===== src/sv/spom_pkg.sv =====
// ----------------------------------------------------------------------------
// spom_pkg: shared types and constants of the spiral-order matrix scan
// Field widths, configuration register indexes, scan direction and the
// cursor record passed between the core and the spiral step unit.
// ----------------------------------------------------------------------------
package spom_pkg;

  // Payload field widths
  localparam int ValW      = 32;
  localparam int RowW      = 3;
  localparam int ColW      = 3;
  localparam int CfgW      = 4;
  localparam int CfgIdxW   = 1;
  localparam int TdataInW  = 32;
  localparam int TdataOutW = 40;

  // Configuration register indexes
  localparam logic [CfgIdxW-1:0] CfgRows = 1'b0;
  localparam logic [CfgIdxW-1:0] CfgCols = 1'b1;

  typedef enum logic [1:0] {
    DirRight,
    DirDown,
    DirLeft,
    DirUp
  } dir_e;

  typedef enum logic {
    StLoad,
    StScan
  } state_e;

  // Spiral cursor: current position, heading and the bounds of the open ring
  typedef struct packed {
    dir_e            dir;
    logic [RowW-1:0] row;
    logic [RowW-1:0] top;
    logic [RowW-1:0] bot;
    logic [ColW-1:0] col;
    logic [ColW-1:0] left;
    logic [ColW-1:0] right;
  } cursor_t;

endpackage


===== src/sv/spom_ram.sv =====
// ----------------------------------------------------------------------------
// spom_ram: generic single-port-write, single-port-read RAM
// One write and one registered read per cycle; contents are not reset.
// ----------------------------------------------------------------------------
module spom_ram #(
  parameter int  Width = 32,
  parameter int  Depth = 64,
  localparam int AddrW = (Depth > 1) ? $clog2(Depth) : 1
) (
  input  logic             clk_i,
  input  logic             we_i,
  input  logic [AddrW-1:0] waddr_i,
  input  logic [Width-1:0] wdata_i,
  input  logic             re_i,
  input  logic [AddrW-1:0] raddr_i,
  output logic [Width-1:0] rdata_o
);

  logic [Width-1:0] mem_q [Depth];
  logic [Width-1:0] rdata_q;

  // Write port
  always_ff @(posedge clk_i) begin
    if (we_i) begin
      mem_q[waddr_i] <= wdata_i;
    end
  end

  // Registered read port, holds its data until the next read
  always_ff @(posedge clk_i) begin
    if (re_i) begin
      rdata_q <= mem_q[raddr_i];
    end
  end

  assign rdata_o = rdata_q;

endmodule


===== src/sv/spom_step.sv =====
// ----------------------------------------------------------------------------
// spom_step: spiral step unit
// Moves the cursor one element along the clockwise spiral and flags the
// final element. Used once per emitted element by the core's sequencer.
// ----------------------------------------------------------------------------
module spom_step (
  input  spom_pkg::cursor_t cur_i,
  output spom_pkg::cursor_t nxt_o,
  output logic              done_o
);
  import spom_pkg::*;

  // Advance along the current edge, or turn and shrink the ring at a corner
  always_comb begin
    nxt_o  = cur_i;
    done_o = 1'b0;
    unique case (cur_i.dir)
      DirRight: begin
        if (cur_i.col != cur_i.right) begin
          nxt_o.col = cur_i.col + 1'b1;
        end else begin
          done_o    = (cur_i.top == cur_i.bot);
          nxt_o.top = cur_i.top + 1'b1;
          nxt_o.row = cur_i.row + 1'b1;
          nxt_o.dir = DirDown;
        end
      end
      DirDown: begin
        if (cur_i.row != cur_i.bot) begin
          nxt_o.row = cur_i.row + 1'b1;
        end else begin
          done_o      = (cur_i.left == cur_i.right);
          nxt_o.right = cur_i.right - 1'b1;
          nxt_o.col   = cur_i.col - 1'b1;
          nxt_o.dir   = DirLeft;
        end
      end
      DirLeft: begin
        if (cur_i.col != cur_i.left) begin
          nxt_o.col = cur_i.col - 1'b1;
        end else begin
          done_o    = (cur_i.top == cur_i.bot);
          nxt_o.bot = cur_i.bot - 1'b1;
          nxt_o.row = cur_i.row - 1'b1;
          nxt_o.dir = DirUp;
        end
      end
      DirUp: begin
        if (cur_i.row != cur_i.top) begin
          nxt_o.row = cur_i.row - 1'b1;
        end else begin
          done_o     = (cur_i.left == cur_i.right);
          nxt_o.left = cur_i.left + 1'b1;
          nxt_o.col  = cur_i.col + 1'b1;
          nxt_o.dir  = DirRight;
        end
      end
      default: begin
        nxt_o  = cur_i;
        done_o = 1'b0;
      end
    endcase
  end

endmodule


===== src/sv/spiral_order_matrix_scan_core.sv =====
// Load: one element per cycle, s_axis_tready high while loading.
// Scan: the step unit and the RAM read port yield one result per cycle
//   unless the output stalls; the first result passes the RAM read and output
//   registers after the completing load transaction, and input stays stalled
//   until the read of the final element is issued.
// Reset clears control state and sets an 8 x 8 size; RAM contents stay as is.
// ----------------------------------------------------------------------------
// spiral_order_matrix_scan_core: spiral-order matrix scan
// Stores a row-major matrix, then streams it out in clockwise spiral order
// with row, column and a last marker.
// ----------------------------------------------------------------------------
module spiral_order_matrix_scan_core #(
  parameter int MAX_ROWS = 8,
  parameter int MAX_COLS = 8
) (
  input  logic                             clk_i,
  input  logic                             rst_ni,
  // Configuration write port
  input  logic                             cfg_we_i,
  input  logic [spom_pkg::CfgIdxW-1:0]     cfg_idx_i,
  input  logic [spom_pkg::CfgW-1:0]        cfg_data_i,
  // Input stream
  input  logic                             s_axis_tvalid,
  output logic                             s_axis_tready,
  input  logic [spom_pkg::TdataInW-1:0]    s_axis_tdata,  // [31:0] element_value
  // Output stream
  output logic                             m_axis_tvalid,
  input  logic                             m_axis_tready,
  // [31:0] out_value, [34:32] out_row, [37:35] out_col, [39:38] zero
  output logic [spom_pkg::TdataOutW-1:0]   m_axis_tdata,
  output logic                             m_axis_tlast   // last_of_scan
);
  import spom_pkg::*;

  localparam int Depth = MAX_ROWS * MAX_COLS;
  localparam int AddrW = (Depth > 1) ? $clog2(Depth) : 1;
  localparam int PadW  = TdataOutW - ValW - RowW - ColW;

  state_e state_q, state_d;

  logic [CfgW-1:0] cfg_rows_q, cfg_cols_q;
  logic [CfgW-1:0] rows_eff, cols_eff;
  logic [RowW-1:0] last_row;
  logic [ColW-1:0] last_col;

  logic [RowW-1:0] ld_row_q;
  logic [ColW-1:0] ld_col_q;
  logic            ld_last;
  logic            in_acc;

  cursor_t cur_q, cur_nxt;
  logic    step_done;

  logic             issue;
  logic             out_free;
  logic [AddrW-1:0] wr_addr, rd_addr;
  logic [ValW-1:0]  rd_data;

  logic            rd_pend_q;
  logic [RowW-1:0] rd_row_q;
  logic [ColW-1:0] rd_col_q;
  logic            rd_last_q;

  logic                   out_valid_q;
  logic signed [ValW-1:0] out_value_q;
  logic [RowW-1:0]        out_row_q;
  logic [ColW-1:0]        out_col_q;
  logic                   out_last_q;

  // Clamp configured sizes into 1..MAX
  always_comb begin
    if (cfg_rows_q == '0) begin
      rows_eff = CfgW'(1);
    end else if (cfg_rows_q > CfgW'(MAX_ROWS)) begin
      rows_eff = CfgW'(MAX_ROWS);
    end else begin
      rows_eff = cfg_rows_q;
    end
    if (cfg_cols_q == '0) begin
      cols_eff = CfgW'(1);
    end else if (cfg_cols_q > CfgW'(MAX_COLS)) begin
      cols_eff = CfgW'(MAX_COLS);
    end else begin
      cols_eff = cfg_cols_q;
    end
  end

  assign last_row = RowW'(rows_eff - 1'b1);
  assign last_col = ColW'(cols_eff - 1'b1);

  // Handshake and sequencing terms
  assign in_acc   = s_axis_tvalid & s_axis_tready;
  assign ld_last  = (ld_row_q == last_row) && (ld_col_q == last_col);
  assign out_free = !out_valid_q || m_axis_tready;
  assign issue    = (state_q == StScan) && (!rd_pend_q || out_free);

  assign wr_addr = AddrW'(int'(ld_row_q) * MAX_COLS + int'(ld_col_q));
  assign rd_addr = AddrW'(int'(cur_q.row) * MAX_COLS + int'(cur_q.col));

  // Next state
  always_comb begin
    state_d = state_q;
    unique case (state_q)
      StLoad: begin
        if (in_acc && ld_last) begin
          state_d = StScan;
        end
      end
      StScan: begin
        if (issue && step_done) begin
          state_d = StLoad;
        end
      end
      default: state_d = StLoad;
    endcase
  end

  // State outputs
  always_comb begin
    s_axis_tready = 1'b0;
    unique case (state_q)
      StLoad:  s_axis_tready = 1'b1;
      StScan:  s_axis_tready = 1'b0;
      default: s_axis_tready = 1'b0;
    endcase
  end

  always_ff @(posedge clk_i or negedge rst_ni) begin
    if (!rst_ni) begin
      state_q <= StLoad;
    end else begin
      state_q <= state_d;
    end
  end

  // Configuration registers
  always_ff @(posedge clk_i or negedge rst_ni) begin
    if (!rst_ni) begin
      cfg_rows_q <= CfgW'(8);
      cfg_cols_q <= CfgW'(8);
    end else if (cfg_we_i) begin
      unique case (cfg_idx_i)
        CfgRows: cfg_rows_q <= cfg_data_i;
        CfgCols: cfg_cols_q <= cfg_data_i;
        default: ;
      endcase
    end
  end

  // Load position: restart on a size write, wrap after the final element
  always_ff @(posedge clk_i or negedge rst_ni) begin
    if (!rst_ni) begin
      ld_row_q <= '0;
      ld_col_q <= '0;
    end else if (cfg_we_i) begin
      ld_row_q <= '0;
      ld_col_q <= '0;
    end else if (in_acc) begin
      if (ld_last) begin
        ld_row_q <= '0;
        ld_col_q <= '0;
      end else if (ld_col_q == last_col) begin
        ld_col_q <= '0;
        ld_row_q <= ld_row_q + 1'b1;
      end else begin
        ld_col_q <= ld_col_q + 1'b1;
      end
    end
  end

  // Spiral cursor: start at the top-left on the completing load
  always_ff @(posedge clk_i or negedge rst_ni) begin
    if (!rst_ni) begin
      cur_q <= '0;
    end else if (in_acc && ld_last) begin
      cur_q.dir   <= DirRight;
      cur_q.row   <= '0;
      cur_q.top   <= '0;
      cur_q.bot   <= last_row;
      cur_q.col   <= '0;
      cur_q.left  <= '0;
      cur_q.right <= last_col;
    end else if (issue) begin
      cur_q <= cur_nxt;
    end
  end

  spom_step u_step (
    .cur_i  (cur_q),
    .nxt_o  (cur_nxt),
    .done_o (step_done)
  );

  spom_ram #(
    .Width (ValW),
    .Depth (Depth)
  ) u_store (
    .clk_i   (clk_i),
    .we_i    (in_acc),
    .waddr_i (wr_addr),
    .wdata_i (s_axis_tdata[ValW-1:0]),
    .re_i    (issue),
    .raddr_i (rd_addr),
    .rdata_o (rd_data)
  );

  // Read in flight: hold its position until the output register frees up
  always_ff @(posedge clk_i or negedge rst_ni) begin
    if (!rst_ni) begin
      rd_pend_q <= 1'b0;
    end else begin
      rd_pend_q <= issue | (rd_pend_q & !out_free);
    end
  end

  always_ff @(posedge clk_i) begin
    if (issue) begin
      rd_row_q  <= cur_q.row;
      rd_col_q  <= cur_q.col;
      rd_last_q <= step_done;
    end
  end

  // Output register
  always_ff @(posedge clk_i or negedge rst_ni) begin
    if (!rst_ni) begin
      out_valid_q <= 1'b0;
    end else if (out_free) begin
      out_valid_q <= rd_pend_q;
    end
  end

  always_ff @(posedge clk_i) begin
    if (out_free && rd_pend_q) begin
      out_value_q <= rd_data;
      out_row_q   <= rd_row_q;
      out_col_q   <= rd_col_q;
      out_last_q  <= rd_last_q;
    end
  end

  assign m_axis_tvalid = out_valid_q;
  assign m_axis_tdata  = {PadW'(0), out_col_q, out_row_q, out_value_q};
  assign m_axis_tlast  = out_last_q;

endmodule


===== config.mk =====
export PLATFORM = sky130hd
export DESIGN_NAME = spiral_order_matrix_scan_core
export DESIGN_NICKNAME = d
export VERILOG_FILES = /design/src/sv/spom_pkg.sv /design/src/sv/spom_ram.sv /design/src/sv/spom_step.sv /design/src/sv/spiral_order_matrix_scan_core.sv
export SDC_FILE = /design/constraint.sdc
export NUM_CORES = 2
export LEC_CHECK = 0
export ABC_AREA = 1
export BUFFER_PORTS_ARGS = -buffer_cell sky130_fd_sc_hd__buf_4
export CAP_MARGIN = 20
export CORE_MARGIN = 1
export CORE_UTILIZATION = 50
export DETAILED_ROUTE_END_ITERATION = 6
export PLACE_DENSITY = 0.65
export SYNTH_ARGS = -nofsm -noshare
export SYNTH_HDL_FRONTEND = slang
export SYNTH_SLANG_ARGS = --single-unit

===== constraint.sdc =====
create_clock -name clk_i -period 5.6 [get_ports clk_i]
set_clock_uncertainty 0.15 [all_clocks]
set_input_delay 0 -clock clk_i [delete_from_list [all_inputs] [get_ports clk_i]]
set_output_delay 0 -clock clk_i [all_outputs]
set_load 0.01 [all_outputs]

==> out/metrics.csv <==
stage,metric,value,unit
clock_network,Root Driver,clkbuf_16,
logic_synthesis,Post-synth top flop,edfxtp_1,
route,Iter 0 DRT Violations,7851,
critical_path,CP most frequent cell,nand3_1,
route,vias per cell,6.19,
route,routed vias,55683,
critical_path,Worst Setup Start Kind,register,
cells_and_area,"non-filler cells, final",8995,
clock_network,"Reg clk slew, reported paths",0.06,ns
power_and_ir_drop,Pint,0.0303,W
die,row count,151,
logic_synthesis,fraction of registers with async set/reset,1.71,%
die,Initial Util,50.3,%
timing,final number of hold-violating endpoints,0,
cells_and_area,area grow syn2layout,12.8,%
route,DRT Pass-1 Iters,5,
grt,vias in the first global route,51912,
logic_synthesis,Yosys cell types,32,
cells_and_area,share of cells above drive strength 1,8.65,%
cells_and_area,"Net count, final",6675,
route,Remaining DRCs,0,
timing,Final TNS setup,0,ns
cells_and_area,final core area utilization,56.7,%
power_and_ir_drop,Comb power frac,32.5,%
clock_network,CTS Buf Count,204,
placed_design,dpl cells,8565,
grt,largest net degree at the start of global routing,227,
power_and_ir_drop,Sw Share,37.0,%
logic_synthesis,post-synthesis sequential area ratio,76.0,%
clock_network,clk buf depth,3,
grt,GRT Total Usage,27.9,%
timing,Worst Tran Pin Value,1.17,ns
worst_hold_path,hold crit path type,in2reg,
timing,Slew HR,21.5,%
power_and_ir_drop,"IR drop worst, VDD",0.425,mV
timing,RSZ-0062 raised after global routing,false,
logic_synthesis,"EDFF count, synth",2126,
placed_design,IO buf count,82,
cells_and_area,Reg area,0.0648,mm^2
grt,initial antenna violation count,13,
power_and_ir_drop,cell area power density,500,mW/mm^2
critical_path,worst-path fanout max,80,
route,drt total wl,245000,um
timing,pins over their slew limit,0,
clock_network,post_cts resized,0,
grt,first-pass GRT wire length,353000,um
clock_network,worst skew pair latency,0.85,ns
critical_path,CP max-delay cell,dfrtp_4,
critical_path,Crit path largest cell delay,0.99,ns
cells_and_area,Fillers,13408,
clock_network,# hold bufs at CTS,57,
cells_and_area,multi-input logic area,0.0187,mm^2
logic_synthesis,synth warn,0,
timing,Highest Clock Rate,257,MHz
timing,post-layout min period,3.89,ns
placed_design,hpwl dp,132000,um
clock_network,Sink Count,2163,
logic_synthesis,cells after synthesis,6574,
critical_path,worst path bufs/invs,2,
die,chip width,415,um
flow_run,number of max-cap violations,0,
power_and_ir_drop,Switching Power,0.0178,W
die,Die Footprint,0.172,mm^2
logic_synthesis,post-synthesis area per instance,13.0,um^2
timing,Final period util,69.5,%
clock_network,Post-CTS Setup Inserts,0,
logic_synthesis,Synth Register Bits,2163,
route,Detail Route Antenna Nets,0,
placed_design,RD Place Congestion,0.866,
route,WL per Instance,27.2,um
critical_path,"delay-heaviest family, CP",simple AND/OR/NAND/NOR gates,
die,chip height,415,um
critical_path,critical path class,reg2reg,
critical_path,CP required,6.05,ns
grt,grt ovf,0,
power_and_ir_drop,Pleak,31.2,nW
die,core region area,0.169,mm^2
power_and_ir_drop,share of power burned in registers,40.0,%
critical_path,Crit path arrival time,4.34,ns
die,# IOs,85,
clock_network,depth of the CTS H-tree,4,
outcome,run status,"finished, final reports clean",
critical_path,crit-path cells,"inv_8, buf_4, o21ai_0, o22ai_1, nand2_1, nand3_1, nand3_1, nand3_1, and2_1",
logic_synthesis,"Cell Area, Synth",0.0852,mm^2
critical_path,Critical Path End Type,register,
power_and_ir_drop,clock share of power,27.5,%
clock_network,CTS tree,done,
timing,"Setup violations, final",0,
[placed cells by master, fill, tap and decap left out, types with 3 or more instances in the layout]
master and n:
inv_6 3, clkbuf_1 46, clkinv_2 40, o21ai_0 1026
diode_2 3, bufinv_16 11, dfrtp_1 29, a21oi_1 5
clkinv_1 49, clkbuf_16 210, ha_1 14, or2_2 3
o21ai_1 25, and2_1 23, dfrtp_4 5, buf_16 12
nand3_1 439, dlygate4sd3_1 56, xnor2_1 15, edfxtp_1 2126
nand4_1 16, buf_4 168, xor2_1 16, nand2_1 688
inv_1 47, nor3_1 5, nor2_1 1041, nor2_4 64
buf_12 56, o22ai_1 513
[area by class of cell]
| type | instances | share of cell area (%) |
|---|---|---|
| inverter | 54 | 0.250 |
| clock inverter | 106 | 0.838 |
| timing repair buffer | 292 | 3.41 |
| sequential | 2163 | 67.5 |
| clock buffer | 256 | 5.65 |
| antenna | 3 | 0.00782 |
| multi-input combinational | 3903 | 19.5 |
| tap | 2218 | 2.89 |
[final timing paths]
kind                                  start               endpoint  slack [ns]  cells after the start
max                                cur_q[7]    u_store.rdata_o[14]        1.71                      9
min                        s_axis_tdata[18]  u_store.mem_q[34][18]        0.19                      2
max reg2reg                        cur_q[7]    u_store.rdata_o[14]        1.71                      9
min reg2reg                     rd_col_q[2]           out_col_q[2]        0.27                      0
max in group asynchronous            rst_ni          cfg_rows_q[3]        4.39                      5
min in group asynchronous            rst_ni              rd_pend_q        0.64                      5
[power by group through the flow]
| stage | Sequential (W) | Clock (W) | Combinational (W) |
|---|---|---|---|
| floorplan | 0.0191 | 0 | 0.00993 |
| finish | 0.0192 | 0.0132 | 0.0156 |
| CTS | 0.0192 | 0.0133 | 0.0154 |
| detailed placement | 0.0195 | 0 | 0.0153 |
| global placement | 0.0195 | 0 | 0.0151 |
| global route | 0.0192 | 0.0139 | 0.0169 |
[layer usage]
metal | global-route usage, % | vias to the layer above | share of wire, %
met5 | 0 | - | 0.0094
met4 | 10.2 | 4 | 3.6
met3 | 5.30 | 405 | 11
met2 | 43.3 | 3133 | 46
met1 | 39.5 | 27828 | 40
li1 | - | 24313 | -
[through the flow]
step | setup WS [ns] | power, W | hold WS [ns] | instance area, um^2
5_1_grt | 1.50 | 0.0500 | 0.194 | 96000
3_5_place_dp | 1.85 | 0.0348 | -0.135 | 89000
6_report | 1.71 | 0.0480 | 0.193 | 96000
2_1_floorplan | 2.44 | 0.0290 | -0.446 | 85200
4_1_cts | 1.80 | 0.0479 | 0.157 | 95900
3_3_place_gp | 1.87 | 0.0346 | -0.142 | 88200
[Yosys cell counts (2+ instances only)]
cell type  number  area, um^2
o221ai_1        2        17.5
buf_2         115         576
dfstp_2         2        52.6
dfrtp_1        35         876
o22ai_1       513        3210
o21ai_0      1026        5130
a21oi_1         6        30.0
buf_4          17         128
clkbuf_1      291        1090
nor3_1          5        25.0
or2_2           3        18.8
edfxtp_1     2126       63800
inv_1          49         184
o21bai_1        2        15.0
o21ai_1        25         125
inv_2           3        11.3
nor2_1       1105        4150
xor2_1         16         140
nand3_1       439        2200
buf_6           7        78.8
nand2_1       688        2580
xnor2_1        15         131
buf_1          25        93.8
and2_1         23         144
ha_1           14         175
nand4_1        16         100
[flip-flops by register name (all words and copies together), names as in the netlist, 4 cells and up]
name,cells
u_store.rdata_o,32
out_value_q,32
cfg_rows_q,4
cur_q,20
cfg_cols_q,4
u_store.mem_q,2048
[logic make-up after synthesis]
group	after synthesis	synth area share (%)
DFF	2163	76.0
other	1	0.00440
xor gates and xnor gates	31	0.319
adders and majority gates	15	0.229
AOI/OAI and AO/OA	1576	10.0
and+or+nand+nor	2279	10.8
buffers and inverters	509	2.55
Power figures use the tool's default switching activity.
